File: src/assert_macros.svh
// Assertion macros for the top-level RTL file of the debug packet deframer.
// No dependencies; define NO_ASSERTIONS to compile the checks out.
`ifndef ASSERT_MACROS_SVH
`define ASSERT_MACROS_SVH
`ifndef NO_ASSERTIONS
// Check that is suspended while reset is asserted.
`define DPD_ASSERT(label, clk, rst_n, prop, msg) \
    label: assert property (@(posedge clk) disable iff (!(rst_n)) prop) else $error(msg);
// Check that also runs through reset.
`define DPD_ASSERT_ALWAYS(label, clk, prop, msg) \
    label: assert property (@(posedge clk) prop) else $error(msg);
`else
`define DPD_ASSERT(label, clk, rst_n, prop, msg)
`define DPD_ASSERT_ALWAYS(label, clk, prop, msg)
`endif
`endif

File: src/dpd_pkg.sv
// Package for the debug packet deframer: framing characters, event codes,
// phase type and the hex digit decoder. No dependencies.
package dpd_pkg;

    // Default payload limit and width of the reported length
    localparam int DEFAULT_MAX_PAYLOAD = 512;
    localparam int LEN_W               = 10;
    localparam int EVENT_W             = 4;

    // Framing and control characters
    localparam logic [7:0] CH_START = 8'h24;  // '$'
    localparam logic [7:0] CH_END   = 8'h23;  // '#'
    localparam logic [7:0] CH_ACK   = 8'h2B;  // '+'
    localparam logic [7:0] CH_NACK  = 8'h2D;  // '-'
    localparam logic [7:0] CH_BREAK = 8'h03;  // ctrl-C

    // Hex digit ranges
    localparam logic [7:0] CH_DIG_LO = 8'h30;
    localparam logic [7:0] CH_DIG_HI = 8'h39;
    localparam logic [7:0] CH_LC_LO  = 8'h61;
    localparam logic [7:0] CH_LC_HI  = 8'h66;
    localparam logic [7:0] CH_UC_LO  = 8'h41;
    localparam logic [7:0] CH_UC_HI  = 8'h46;

    typedef enum logic [EVENT_W-1:0] {
        EV_NONE      = 4'd0,
        EV_DATA      = 4'd1,
        EV_GOOD      = 4'd2,
        EV_BADSUM    = 4'd3,
        EV_BREAK     = 4'd4,
        EV_ACK       = 4'd5,
        EV_NACK      = 4'd6,
        EV_BADDIGIT  = 4'd7,
        EV_DROP      = 4'd8
    } t_event;

    typedef enum logic [1:0] {
        PH_IDLE    = 2'd0,
        PH_PAYLOAD = 2'd1,
        PH_DIGIT1  = 2'd2,
        PH_DIGIT2  = 2'd3
    } t_phase;

    // Phase and checksum travel together between top level and decoder
    typedef struct packed {
        t_phase     phase;
        logic [7:0] sum;
    } t_core;

    typedef struct packed {
        logic       ok;
        logic [3:0] nib;
    } t_hex;

    // Decode one ASCII hex digit, either case
    function automatic t_hex hex_decode(input logic [7:0] b);
        t_hex h;
        h.ok  = 1'b1;
        h.nib = 4'h0;
        priority if (b >= CH_DIG_LO && b <= CH_DIG_HI) begin
            h.nib = b[3:0];
        end else if (b >= CH_LC_LO && b <= CH_LC_HI) begin
            h.nib = 4'(b - CH_LC_LO + 8'd10);
        end else if (b >= CH_UC_LO && b <= CH_UC_HI) begin
            h.nib = 4'(b - CH_UC_LO + 8'd10);
        end else begin
            h.ok = 1'b0;
        end
        return h;
    endfunction

endpackage

File: src/dpd_in_if.sv
// Input channel of the debug packet deframer: one received byte per item.
// No dependencies.
interface dpd_in_if;
    logic       valid;
    logic       ready;
    logic [7:0] rx_byte;

    modport source (output valid, output rx_byte, input ready);
    modport sink   (input valid, input rx_byte, output ready);
endinterface

File: src/dpd_out_if.sv
// Output channel of the debug packet deframer: one event per item.
// Depends on dpd_pkg for field widths.
interface dpd_out_if;
    logic                          valid;
    logic                          ready;
    logic [dpd_pkg::EVENT_W-1:0]   event_res;
    logic [7:0]                    data_byte;
    logic [dpd_pkg::LEN_W-1:0]     payload_length;

    modport source (output valid, output event_res, output data_byte,
                    output payload_length, input ready);
    modport sink   (input valid, input event_res, input data_byte,
                    input payload_length, output ready);
endinterface

File: src/dpd_decoder.sv
// Per-byte step of the deframer: next phase, checksum, count and event.
// Depends on dpd_pkg.
module dpd_decoder #(
    parameter int MAX_PAYLOAD = dpd_pkg::DEFAULT_MAX_PAYLOAD,
    parameter int CNT_W       = $clog2(MAX_PAYLOAD + 1)
) (
    input  logic [7:0]       i_byte,
    input  dpd_pkg::t_core   i_core,
    input  logic [CNT_W-1:0] i_count,
    output dpd_pkg::t_core   o_core,
    output logic [CNT_W-1:0] o_count,
    output dpd_pkg::t_event  o_event,
    output logic [7:0]       o_data
);

    localparam logic [CNT_W-1:0] CNT_MAX = CNT_W'(MAX_PAYLOAD);

    dpd_pkg::t_hex   hex;
    logic            full;
    logic [7:0]      sum_lo;
    dpd_pkg::t_phase ph_next;
    logic [7:0]      sum_next;

    assign hex    = dpd_pkg::hex_decode(i_byte);
    assign full   = (i_count >= CNT_MAX);
    assign sum_lo = i_core.sum ^ {4'h0, hex.nib};

    assign o_core = '{phase: ph_next, sum: sum_next};

    // Next phase
    always_comb begin
        ph_next = i_core.phase;
        unique case (i_core.phase)
            dpd_pkg::PH_IDLE: begin
                if (i_byte == dpd_pkg::CH_START) ph_next = dpd_pkg::PH_PAYLOAD;
            end
            dpd_pkg::PH_PAYLOAD: begin
                if (i_byte == dpd_pkg::CH_END) ph_next = dpd_pkg::PH_DIGIT1;
            end
            dpd_pkg::PH_DIGIT1: begin
                ph_next = hex.ok ? dpd_pkg::PH_DIGIT2 : dpd_pkg::PH_IDLE;
            end
            dpd_pkg::PH_DIGIT2: begin
                ph_next = dpd_pkg::PH_IDLE;
            end
        endcase
    end

    // Checksum, count and event
    always_comb begin
        sum_next = i_core.sum;
        o_count  = i_count;
        o_event  = dpd_pkg::EV_NONE;
        o_data   = 8'h00;
        unique case (i_core.phase)
            dpd_pkg::PH_IDLE: begin
                priority if (i_byte == dpd_pkg::CH_START) begin
                    sum_next = 8'h00;
                    o_count  = '0;
                end else if (i_byte == dpd_pkg::CH_ACK) begin
                    o_event = dpd_pkg::EV_ACK;
                end else if (i_byte == dpd_pkg::CH_NACK) begin
                    o_event = dpd_pkg::EV_NACK;
                end else if (i_byte == dpd_pkg::CH_BREAK) begin
                    o_event = dpd_pkg::EV_BREAK;
                end else begin
                    // unknown byte outside a frame is ignored
                    o_event = dpd_pkg::EV_NONE;
                end
            end
            dpd_pkg::PH_PAYLOAD: begin
                priority if (i_byte == dpd_pkg::CH_END) begin
                    o_event = dpd_pkg::EV_NONE;
                end else if (full) begin
                    o_event = dpd_pkg::EV_DROP;
                end else begin
                    o_count  = i_count + CNT_W'(1);
                    sum_next = i_core.sum + i_byte;
                    o_event  = dpd_pkg::EV_DATA;
                    o_data   = i_byte;
                end
            end
            dpd_pkg::PH_DIGIT1: begin
                // high nibble first
                if (hex.ok) sum_next = i_core.sum ^ {hex.nib, 4'h0};
                else        o_event  = dpd_pkg::EV_BADDIGIT;
            end
            dpd_pkg::PH_DIGIT2: begin
                if (hex.ok) begin
                    sum_next = sum_lo;
                    o_event  = (sum_lo == 8'h00) ? dpd_pkg::EV_GOOD : dpd_pkg::EV_BADSUM;
                end else begin
                    o_event = dpd_pkg::EV_BADDIGIT;
                end
            end
        endcase
    end

endmodule

File: src/debug_packet_deframer.sv
// Debug packet deframer: each byte passes the input register, then the result
// register; one item per cycle sustained while the output is ready.
// The input register takes a byte while a result waits, so each side can
// stall without idling the other. Synchronous active-low reset clears the
// frame phase, checksum, count and both valid flags.
`include "assert_macros.svh"

module debug_packet_deframer #(
    parameter int MAX_PAYLOAD = dpd_pkg::DEFAULT_MAX_PAYLOAD
) (
    input  logic i_clk,
    input  logic i_rst_n,
    dpd_in_if.sink    i_rx,
    dpd_out_if.source o_res
);

    localparam int CNT_W = $clog2(MAX_PAYLOAD + 1);

    // Input register
    logic       r_in_valid;
    logic [7:0] r_in_byte;

    // Deframer state
    dpd_pkg::t_core   r_core;
    logic [CNT_W-1:0] r_count;

    // Result register
    logic                        r_out_valid;
    dpd_pkg::t_event             r_out_event;
    logic [7:0]                  r_out_data;
    logic [dpd_pkg::LEN_W-1:0]   r_out_len;

    dpd_pkg::t_core   n_core;
    logic [CNT_W-1:0] n_count;
    dpd_pkg::t_event  n_event;
    logic [7:0]       n_data;

    logic in_take;
    logic step;

    // Step runs when the input register holds a byte and the result slot frees
    assign step    = r_in_valid && (!r_out_valid || o_res.ready);
    assign i_rx.ready = !r_in_valid || step;
    assign in_take = i_rx.valid && i_rx.ready;

    dpd_decoder #(
        .MAX_PAYLOAD (MAX_PAYLOAD),
        .CNT_W       (CNT_W)
    ) u_decoder (
        .i_byte  (r_in_byte),
        .i_core  (r_core),
        .i_count (r_count),
        .o_core  (n_core),
        .o_count (n_count),
        .o_event (n_event),
        .o_data  (n_data)
    );

    // Control and state
    always_ff @(posedge i_clk) begin
        if (!i_rst_n) begin
            r_in_valid  <= 1'b0;
            r_out_valid <= 1'b0;
            r_core      <= '{phase: dpd_pkg::PH_IDLE, sum: 8'h00};
            r_count     <= '0;
        end else begin
            if (in_take)   r_in_valid <= 1'b1;
            else if (step) r_in_valid <= 1'b0;

            if (step)              r_out_valid <= 1'b1;
            else if (o_res.ready)  r_out_valid <= 1'b0;

            if (step) begin
                r_core  <= n_core;
                r_count <= n_count;
            end
        end
    end

    // Payload registers
    always_ff @(posedge i_clk) begin
        if (in_take) r_in_byte <= i_rx.rx_byte;
        if (step) begin
            r_out_event <= n_event;
            r_out_data  <= n_data;
            r_out_len   <= dpd_pkg::LEN_W'(n_count);
        end
    end

    assign o_res.valid          = r_out_valid;
    assign o_res.event_res      = r_out_event;
    assign o_res.data_byte      = r_out_data;
    assign o_res.payload_length = r_out_len;

    // Checks
    `DPD_ASSERT(a_count_limit, i_clk, i_rst_n, r_count <= CNT_W'(MAX_PAYLOAD), "count above limit")
    `DPD_ASSERT(a_in_hold, i_clk, i_rst_n, (r_in_valid && !step) |=> r_in_valid && $stable(r_in_byte), "input reg overrun")
    `DPD_ASSERT(a_digit_order, i_clk, i_rst_n, (step && r_core.phase == dpd_pkg::PH_DIGIT2) |-> $past(r_core.phase) == dpd_pkg::PH_DIGIT1 || $past(r_core.phase) == dpd_pkg::PH_DIGIT2, "second digit without first")
    `DPD_ASSERT_ALWAYS(a_reset_clear, i_clk, !i_rst_n |=> !r_out_valid && !r_in_valid, "reset left valid set")

endmodule
File: src/flat_wrapper.sv
// flat-port wrapper written by rule: the top's interface ports become plain ports
module debug_packet_deframer_flat 
#(
    parameter int MAX_PAYLOAD = dpd_pkg::DEFAULT_MAX_PAYLOAD
)
  (i_clk, i_rst_n, i_rx_valid, i_rx_rx_byte, i_rx_ready, o_res_valid, o_res_event_res, o_res_data_byte, o_res_payload_length, o_res_ready);
  dpd_in_if i_rx_i ();
  dpd_out_if o_res_i ();
  input  logic i_clk;
  input  logic i_rst_n;
  input wire logic [$bits(i_rx_i.valid)-1:0] i_rx_valid;
  input wire logic [$bits(i_rx_i.rx_byte)-1:0] i_rx_rx_byte;
  output wire logic [$bits(i_rx_i.ready)-1:0] i_rx_ready;
  output wire logic [$bits(o_res_i.valid)-1:0] o_res_valid;
  output wire logic [$bits(o_res_i.event_res)-1:0] o_res_event_res;
  output wire logic [$bits(o_res_i.data_byte)-1:0] o_res_data_byte;
  output wire logic [$bits(o_res_i.payload_length)-1:0] o_res_payload_length;
  input wire logic [$bits(o_res_i.ready)-1:0] o_res_ready;
  assign i_rx_i.valid = i_rx_valid;
  assign i_rx_i.rx_byte = i_rx_rx_byte;
  assign i_rx_ready = i_rx_i.ready;
  assign o_res_valid = o_res_i.valid;
  assign o_res_event_res = o_res_i.event_res;
  assign o_res_data_byte = o_res_i.data_byte;
  assign o_res_payload_length = o_res_i.payload_length;
  assign o_res_i.ready = o_res_ready;
  debug_packet_deframer #(.MAX_PAYLOAD(MAX_PAYLOAD)) u_core (.i_clk(i_clk), .i_rst_n(i_rst_n), .i_rx(i_rx_i), .o_res(o_res_i));
endmodule
File: config.mk
export PLATFORM = sky130hd
export DESIGN_NAME = debug_packet_deframer_flat
export DESIGN_NICKNAME = d
export VERILOG_FILES = /design/src/dpd_pkg.sv /design/src/dpd_in_if.sv /design/src/dpd_out_if.sv /design/src/dpd_decoder.sv /design/src/debug_packet_deframer.sv /design/src/flat_wrapper.sv
export VERILOG_INCLUDE_DIRS = /design/src /design/src/src
export SDC_FILE = /design/constraint.sdc
export NUM_CORES = 1
export LEC_CHECK = 0
export BUFFER_PORTS_ARGS = -buffer_cell sky130_fd_sc_hd__buf_2
export CORE_ASPECT_RATIO = 1.2
export CORE_MARGIN = 2
export CORE_UTILIZATION = 53
export CTS_CLUSTER_SIZE = 14
export DETAILED_ROUTE_END_ITERATION = 7
export PLACE_DENSITY = 0.83
export SLEW_MARGIN = 40
export SYNTH_ARGS = -nofsm -noshare
export SYNTH_HDL_FRONTEND = slang
export SYNTH_SLANG_ARGS = --single-unit
File: constraint.sdc
create_clock -name i_clk -period 3.3 [get_ports i_clk]
set_clock_uncertainty 0.05 [all_clocks]
set_input_delay 0.66 -clock i_clk [delete_from_list [all_inputs] [get_ports i_clk]]
set_output_delay 0.66 -clock i_clk [all_outputs]
set_load 0.01 [all_outputs]
# Word-level counts from Yosys, hierarchy flattened

Cells that the tools add are included.

Add/subtract/negate cells: 6
Multipliers: 0
Div/mod/pow operators: 0
Magnitude comparators: 7
Equality and inequality tests: 14
Shifts and indexed selects: 0
Muxes and demuxes: 34
Bitwise logic cells: 3
Reduce and logical (&&, ||, !) cells: 16

Operators by type and width:

| cell                    | number |
|---|---|
| $mux W8                 | 5 |
| $eq A8 B6 Y1 const B    | 4 |
| $pmux W8 S4             | 1 |
| $mux W10                | 3 |
| $mux W4                 | 5 |
| $pmux W10 S2            | 1 |
| $mux W3                 | 6 |
| $ge A8 B7 Y1 const B    | 2 |
| $le A8 B7 Y1 const B    | 2 |
| $pmux W4 S4             | 1 |
| $ne A2 B2 Y1 const B    | 6 |
| $add A10 B1 Y10 const B | 1 |
| $ge A10 B10 Y1 const B  | 1 |
| $add A4 B4 Y4 const B   | 2 |
| $add A8 B8 Y8           | 1 |
| $eq A8 B2 Y1 const B    | 1 |
| $ge A8 B6 Y1 const B    | 1 |
| $le A8 B6 Y1 const B    | 1 |
| $logic_not A8 Y1        | 1 |
| $mux W1                 | 8 |
| $pmux W2 S4             | 1 |
| $sub A4 B1 Y4 const B   | 2 |
| $xor A8 B4 Y8           | 1 |
| $xor A8 B8 Y8           | 1 |
| 12 further kinds        | 22 |

Register bits: 52
Bits in latches: 0
RAM bits: 0
Bits in read-only memories: 0
Word-level logic and storage cells: 89
Memories: 0

# Longest topological paths before layout

Gate-level depths: netlist of run 1.

Depth after elaboration: 10
Gate-level depth with buffers: 9

# By module

From an unflattened synthesis of run 1, not the netlist that was laid out.

Cell total of the unflattened synthesis: 326
Area total of the unflattened synthesis: 3098.0 µm²

Modules (own cells, without submodules):

| module                | instances | cells each | area an instance (µm²) |
|---|---|---|---|
| debug_packet_deframer | 1         | 127        | 1790.5 |
| dpd_decoder           | 1         | 199        | 1307.5 |

# Worst setup path after synthesis of run 1

No wires, ideal clock.

Kind: register to register
From: register u_core.r_in_byte[1]
To: register u_core.r_count[6]
Arrival: 2.056 ns
Data required time: 3.122 ns
Slack: 1.067 ns
Stages on the path, launching flop included: 8
Path buffers: 0
Cells stage by stage: edfxtp_1 > ha_1 > nor3b_1 > a21o_1 > nor4_1 > mux2_2 > a22oi_1 > nor2_1

Longest elaborated chain between the ends: 3

RTL lines:

| element                                | RTL line                             | source |
|---|---|---|
| start: declaration                     | debug_packet_deframer.sv:21          | `logic [7:0] r_in_byte;` |
| start signal: assignment               | debug_packet_deframer.sv:82          | `if (in_take) r_in_byte <= i_rx.rx_byte;` |
| $eq A8 B6 Y1, on equally long branches | dpd_decoder.sv:72, dpd_decoder.sv:57 |  |
| $mux W10, on equally long branches     | dpd_decoder.sv:72, dpd_decoder.sv:57 |  |
| $pmux W10 S2 (*)                       | dpd_decoder.sv:55                    | `unique case (i_core.phase)` |
| end signal: assignment                 | debug_packet_deframer.sv:75          | `r_count <= n_count;` |
| end: declaration                       | debug_packet_deframer.sv:25          | `logic [CNT_W-1:0] r_count;` |

Every way passes the cells marked *; elsewhere a longest branch is shown, timed or not.
A chain may end at the register's enable or synchronous reset.

# Worst setup path after layout of run 1

From: register u_core.r_in_byte[1]
To: register u_core.r_out_event[0], in the netlist u_core.o_res.event_res[0], data pin

Longest elaborated chain between the ends: 10

RTL lines:

| element                                              | RTL line                                    | source |
|---|---|---|
| $sub A4 B1 Y4, or another cell as far along          | dpd_pkg.sv:63, dpd_pkg.sv:65                |  |
| $add A4 B4 Y4 or $logic_and A1 B1 Y1 (tied branches) | dpd_pkg.sv:63, dpd_pkg.sv:65, dpd_pkg.sv:64 |  |
| $mux W4                                              | dpd_pkg.sv:64                               | `end else if (b >= CH_UC_LO && b <= CH_UC_HI) begin` |
| $mux W4                                              | dpd_pkg.sv:62                               | `end else if (b >= CH_LC_LO && b <= CH_LC_HI) begin` |
| $mux W4                                              | dpd_pkg.sv:60                               | `priority if (b >= CH_DIG_LO && b <= CH_DIG_HI) begin` |
| $xor A8 B4 Y8                                        | dpd_decoder.sv:26                           | `assign sum_lo = i_core.sum ^ {4'h0, hex.nib};` |
| $logic_not A8 Y1                                     | dpd_decoder.sv:91                           | `o_event = (sum_lo == 8'h00) ? dpd_pkg::EV_GOOD : dpd_pkg::EV_BADSUM;` |
| $mux W1                                              | dpd_decoder.sv:91                           |  |
| $mux W3                                              | dpd_decoder.sv:89                           | `if (hex.ok) begin` |
| $pmux W4 S4 (*)                                      | dpd_decoder.sv:55                           |  |
| via u_core.n_event[0]                                | debug_packet_deframer.sv:35                 | `dpd_pkg::t_event n_event;` |
| end signal: assignment                               | debug_packet_deframer.sv:84                 | `r_out_event <= n_event;` |
| end: declaration                                     | debug_packet_deframer.sv:29                 | `dpd_pkg::t_event r_out_event;` |

The timed path passes the listed nets; every way through them passes the cells marked *.

==> results of run 1 <==
layer usage:
metal  vias up  wire [um]
li1       1341          -
met1      1366       3010
met2        97       3840
met3        20        379
met4         0        186
met5         -          0
cell type report:
class	instances	area, sq um	area share [%]
flip-flops and latches	52	1340	37.9
repair buffers	44	243	6.85
clock buffers	6	72.6	2.05
multi-input cells	255	1690	47.8
inverters	15	56.3	1.59
clock inverters	2	35.0	0.989
well taps	80	100	2.83
flip-flops by register name, summed over array words and instances (netlist names):
register                     cells
u_core.o_res.event_res           4
u_core.r_in_valid                1
u_core.r_count                  10
u_core.o_res.payload_length     10
u_core.r_core                   10
u_core.o_res.valid               1
u_core.o_res.data_byte           8
u_core.r_in_byte                 8
cell usage after synthesis (all sizes together) (3+ instances only):
cell and count:
xnor2 6, a31oi 5, o31ai 6, nand3 13
nor4 3, o21ai 24, buf 5, nor2 19
ha 13, and3 9, a21oi 33, o21a 3
a211oi 4, edfxtp 30, dfxtp 22, nor3 10
and2 4, nor2b 7, nand2b 7, clkbuf 12
a21o 6, inv 14, or3 4, o311ai 3
mux2 3, nand2 28
power by group through the flow:
stage          registers, mW  clock network (mW)  logic [mW]
2_1_floorplan          0.733                   0      0.0589
3_3_place_gp           0.733                   0      0.0908
3_5_place_dp           0.733                   0      0.0938
4_1_cts                0.718               0.439      0.0941
5_1_grt                0.721               0.457       0.104
6_report               0.719               0.429      0.0942
worst paths after layout:
| kind | from | endpoint | slack [ns] | cells after the start |
|---|---|---|---|---|
| setup reg to reg | u_core.r_in_byte[1] | u_core.o_res.event_res[0] | 0.49 | 8 |
| setup / recovery | u_core.r_in_byte[1] | u_core.o_res.event_res[0] | 0.49 | 8 |
| hold / removal | u_core.r_count[5] | u_core.r_count[5] | 0.47 | 2 |
| hold reg to reg | u_core.r_count[5] | u_core.r_count[5] | 0.47 | 2 |
kinds of logic after synthesis:
logic type	share of synthesized area [%]
multiplexers	1.70
AND/OR/NAND/NOR	19.8
buffers and inverters	4.19
AO/OA/AOI/OAI	24.0
XOR/XNOR	2.21
flip-flops	42.3
adder cells (fa/ha/maj)	5.77
worst reg2reg max path, stage by stage, from the launching register on:
cell	delay, ns
edfxtp_1	0.55
inv_1	0.14
ha_1	0.26
o21bai_1	0.26
a21oi_1	0.14
a21oi_2	0.42
nor3_1	0.15
nor4b_1	0.43
a32oi_1	0.16
per-stage QoR:
stage | power (mW) | util (%) | setup slack, ns
after floorplan | 0.792 | - | 1.07
after global placement | 0.823 | 60.2 | 0.779
after detailed placement | 0.827 | 60.2 | 0.556
after CTS | 1.25 | 62.1 | 0.534
after global routing | 1.28 | 62.1 | 0.249
final | 1.24 | 62.1 | 0.489
==> summary.md, run 1 <==
| Metric | Value |
|---|---|
| Syn avg cell area | 9.35 sq um |
| Most frequent cells in the layout | 35 x buf_2, 31 x a21oi_1, 30 x edfxtp_1, 28 x nand2_1 |
| Register area share after synthesis | 42.3% |
| Antenna-violating nets left | 0 |
| Global routing met2 resource utilization | 41.6% |
| Maximum clock frequency | 356 MHz |
| Vias in the first global route | 2710 |
| # port buffers | 35 |
| Mapped Area | 3170 sq um |
| Hold_ws | 0.471 ns |
| Pleak | 1.35 nW |
| Maximum fanout along the worst path | 12 |
| Synth Register Bits | 52 |
| Top-area cell type share of the netlist area | 28.4% |
| Tot GR Track Use | 24.1% |
| Buffers & Inverters on Critical Path | 1 |
| Status | completed |
| Clock network fraction of total power | 34.5% |
| Async SR Flop Fraction | 0% |
| Post-DP HPWL | 5250 um |
| Clk pin slew, worst setup/hold paths | 0.09 ns |
| Ys Warns | 0 |
| Crit-path cells | inv_1 > ha_1 > o21bai_1 > a21oi_1 > a21oi_2 > nor3_1 > nor4b_1 > a32oi_1 |
| Postcts setup bufs | 0 |
| Initial Util | 55.5% |
| Critical path arrival | 2.81 ns |
| Area growth from synthesis to layout | 11.8% |
| Die height | 88.7 um |
| Placed instance count | 446 |
| RSZ-0062 raised after global routing | no |
| Non-filler instance count after layout | 454 |
| Startpoint class of the critical path | flop |
| Clock buffer count from CTS | 5 |
| # fillers | 496 |
| Full die area | 6610 sq um |
| Initial antenna violation count | 0 |
| Clock sink total | 52 |
| Number of flops mapped to enable cells by yosys | 30 |
| H-tree Lvls | 2 |
| Most common cell after layout, fill and taps aside | buf_2 |
| CP required | 3.30 ns |
| Max VDD drop | 0.000216 V |
| Crit Path Category | reg2reg |
| Skew-Pair Late Insertion Delay | 0.31 ns |
| Largest net degree at the start of global routing | 32 |
| Remaining global-route overflow | 0 |
| Placed cell areas | 3430 sq um |
| First-pass GRT wire length | 12400 um |
| DR WL/cell | 16.3 um |
| Minimum clock period | 2.81 ns |
| Nets | 399 |
| Met3 Resource Use GR | 4.10% |
| Ports | 36 |
| Post-route DRC | 0 |
| Final period util | 85.2% |
| # diodes | 0 |
| Via density | 6.22 |
| Core Region | 5710 sq um |
| Net Sw Frac | 22.6% |
| Cell family with most CP delay | compound AO/OA/AOI/OAI gates |
| Layer with the highest usage | met2 |
| Final WL | 7410 um |
| Post-CTS Resized | 0 |
| Max-cap violation count | 0 |
| # rows | 30 |
| Final instance area | 3540 sq um |
| Hold WC Path Type | reg2reg |
| Logic pwr share | 7.6% |
| Largest area contributor in the netlist | edfxtp_1 |
| Gate Count Post-Synth | 339 |
| Synth unique cells | 65 |
| CTS tree | yes |
| Seq pwr share | 57.9% |
| Final setup TNS | 0 ns |
| Net Count, Synth | 365 |
| Slew of the pin with the lowest slew margin | 0.615 ns |
| Post-CTS Hold Buffers | 0 |
| Cell Pwr Density | 351 nW/um^2 |
| Primary FF master, synth | edfxtp_1 |
| Gpl congestion | 0.921 |
| Root Buffer | clkbuf_8 |
| Slowest-stage cell, CP | edfxtp_1 |
| CP endpoint kind | flop |
| Met1 usage | 28.6% |
| Routed vias | 2824 |
| DIE WIDTH | 74.6 um |
| NetSw | 280 uW |
| CTS max path bufs | 2 |
| Setup-failing EPs final | 0 |
| Layout cells sized above 1 | 17.4% |
| Max-slew violations | 0 |
| Synth area leaders | edfxtp_1 28%, dfxtp_1 14%, ha_1 5.1% |
| Drt pass-1 iters | 5 |
| Max transition margin | 59.0% |
| Internal cell power | 962 uW |
| Max stage delay on crit path | 0.55 ns |
| Number of DRC markers in iteration 0 | 267 |
| Final Hold Vio Count | 0 |
Power figures use the tool's default switching activity.
==> run 2: changes to the inputs <==
--- a/config.mk
+++ b/config.mk
@@ -12,7 +12,10 @@
 export CORE_UTILIZATION = 53
 export CTS_CLUSTER_SIZE = 14
 export DETAILED_ROUTE_END_ITERATION = 7
+export GPL_ROUTABILITY_DRIVEN = 1
 export PLACE_DENSITY = 0.83
+export REMOVE_ABC_BUFFERS = 1
+export SETUP_SLACK_MARGIN = 0.5
 export SLEW_MARGIN = 40
 export SYNTH_ARGS = -nofsm -noshare
 export SYNTH_HDL_FRONTEND = slang
==> run 2 against run 1 <==
  * Total power fell by 6.1%
  * Via count fell by 0.60%
  * Wire length rose by 1.4%
  * Final area fell by 0.21%
  * Worst setup slack improved by 0.087 ns
  * Cell count fell by 0.22%
  * Clock power fell by 19%
  * Utilization fell by 0.13 points
  * First-iteration DRC count fell by 17%
  * Combinational power rose by 5.3%
  * Sequential share of layout area rose by 0.080 points
  * Maximum frequency rose by 3.2%
  * Largest power group unchanged
==> summary.md, run 2 (synthesized netlist as in run 1, its figures left out) <==
| Metric | Value |
|---|---|
| Root Buffer | clkbuf_8 |
| Maximum clock frequency | 367 MHz |
| Nets | 398 |
| Gpl congestion | 0.978 |
| Final Hold Vio Count | 0 |
| Final period util | 82.5% |
| Pleak | 1.34 nW |
| Net Sw Frac | 23.9% |
| Ports | 36 |
| Vias in the first global route | 2698 |
| Routed vias | 2807 |
| Post-DP HPWL | 5220 um |
| Max transition margin | 46.6% |
| Antenna-violating nets left | 0 |
| Post-CTS Resized | 0 |
| Tot GR Track Use | 24.2% |
| Via density | 6.20 |
| # diodes | 0 |
| Core Region | 5710 sq um |
| Setup-failing EPs final | 0 |
| RSZ-0062 raised after global routing | yes |
| Internal cell power | 887 uW |
| DR WL/cell | 16.6 um |
| Largest net degree at the start of global routing | 32 |
| CTS tree | yes |
| Layout cells sized above 1 | 17.7% |
| NetSw | 279 uW |
| # port buffers | 35 |
| Skew-Pair Late Insertion Delay | 0.30 ns |
| Max-cap violation count | 0 |
| Initial Util | 55.5% |
| CP endpoint kind | flop |
| Postcts setup bufs | 0 |
| Most frequent cells in the layout | 35 x buf_2, 31 x a21oi_1, 30 x edfxtp_1, 28 x nand2_1 |
| Clock buffer count from CTS | 5 |
| Logic pwr share | 8.5% |
| Status | completed |
| Max-slew violations | 0 |
| Drt pass-1 iters | 4 |
| # rows | 30 |
| DIE WIDTH | 74.6 um |
| Clk pin slew, worst setup/hold paths | 0.09 ns |
| CTS max path bufs | 2 |
| Number of DRC markers in iteration 0 | 221 |
| Initial antenna violation count | 0 |
| Crit Path Category | reg2reg |
| Post-route DRC | 0 |
| Maximum fanout along the worst path | 12 |
| CP required | 3.29 ns |
| Seq pwr share | 61.6% |
| Remaining global-route overflow | 0 |
| Critical path arrival | 2.71 ns |
| H-tree Lvls | 2 |
| First-pass GRT wire length | 12500 um |
| Clock network fraction of total power | 29.9% |
| Cell Pwr Density | 330 nW/um^2 |
| Most common cell after layout, fill and taps aside | buf_2 |
| Full die area | 6610 sq um |
| Final WL | 7520 um |
| Final setup TNS | 0 ns |
| Max VDD drop | 0.000189 V |
| Die height | 88.7 um |
| Final core occ | 62.0% |
| Clock sink total | 52 |
| Area growth from synthesis to layout | 11.6% |
| Slew of the pin with the lowest slew margin | 0.800 ns |
| Startpoint class of the critical path | flop |
| Minimum clock period | 2.72 ns |
| Hold WC Path Type | reg2reg |
| Post-CTS Hold Buffers | 0 |
==> run 2: power by group through the flow <==
stage | Sequential (mW) | Clock, mW | Combinational, mW
4_1_cts | 0.717 | 0.354 | 0.0970
3_3_place_gp | 0.732 | 0 | 0.0924
3_5_place_dp | 0.732 | 0 | 0.0964
5_1_grt | 0.721 | 0.373 | 0.109
2_1_floorplan | 0.736 | 0 | 0.0510
6_report | 0.718 | 0.349 | 0.0992
==> run 2: final cells by class <==
type,instances,area (sq um)
Clock buffer,7,76.3
Clock inverter,1,5.00
Fill cell,534,2170
Inverter,15,56.3
Multi-Input combinational cell,255,1720
Sequential cell,52,1340
Tap cell,80,100
Timing Repair Buffer,43,235
==> run 2: layer usage <==
layer	share of wire (%)	track usage (%)	up-vias
li1	-	-	1344
met1	43	30.3	1338
met2	49	39.3	106
met3	5.5	3.99	19
met4	3.0	13.6	0
met5	0	0	-
==> run 2: through the flow <==
step                hold slack, ns  std cells  setup WS [ns]  instance area [sq um]  power [mW]
floorplan                    0.425        322          0.250                   3090       0.787
global placement             0.442        445          0.752                   3430       0.824
detailed placement           0.459        445          0.582                   3430       0.829
CTS                          0.471        453          0.542                   3510        1.17
global route                 0.470        453          0.433                   3530        1.20
finish                       0.475        453          0.577                   3530        1.17
==> run 2: worst max-delay path, stage by stage, from the launching register on <==
cell and delay, ns:
edfxtp_1 0.55, inv_1 0.15, ha_1 0.26, o21bai_1 0.26, a21oi_1 0.18, a21oi_4 0.33
nor3_1 0.14, nor4b_1 0.39, a32oi_1 0.16
==> run 2: worst paths after layout <==
path                             from                         to  cells past startpoint  slack, ns
setup / recovery  u_core.r_in_byte[1]  u_core.o_res.event_res[0]                      8       0.58
hold / removal      u_core.r_in_valid         u_core.o_res.valid                      2       0.48
setup reg to reg  u_core.r_in_byte[1]  u_core.o_res.event_res[0]                      8       0.58
hold reg to reg     u_core.r_in_valid         u_core.o_res.valid                      2       0.48
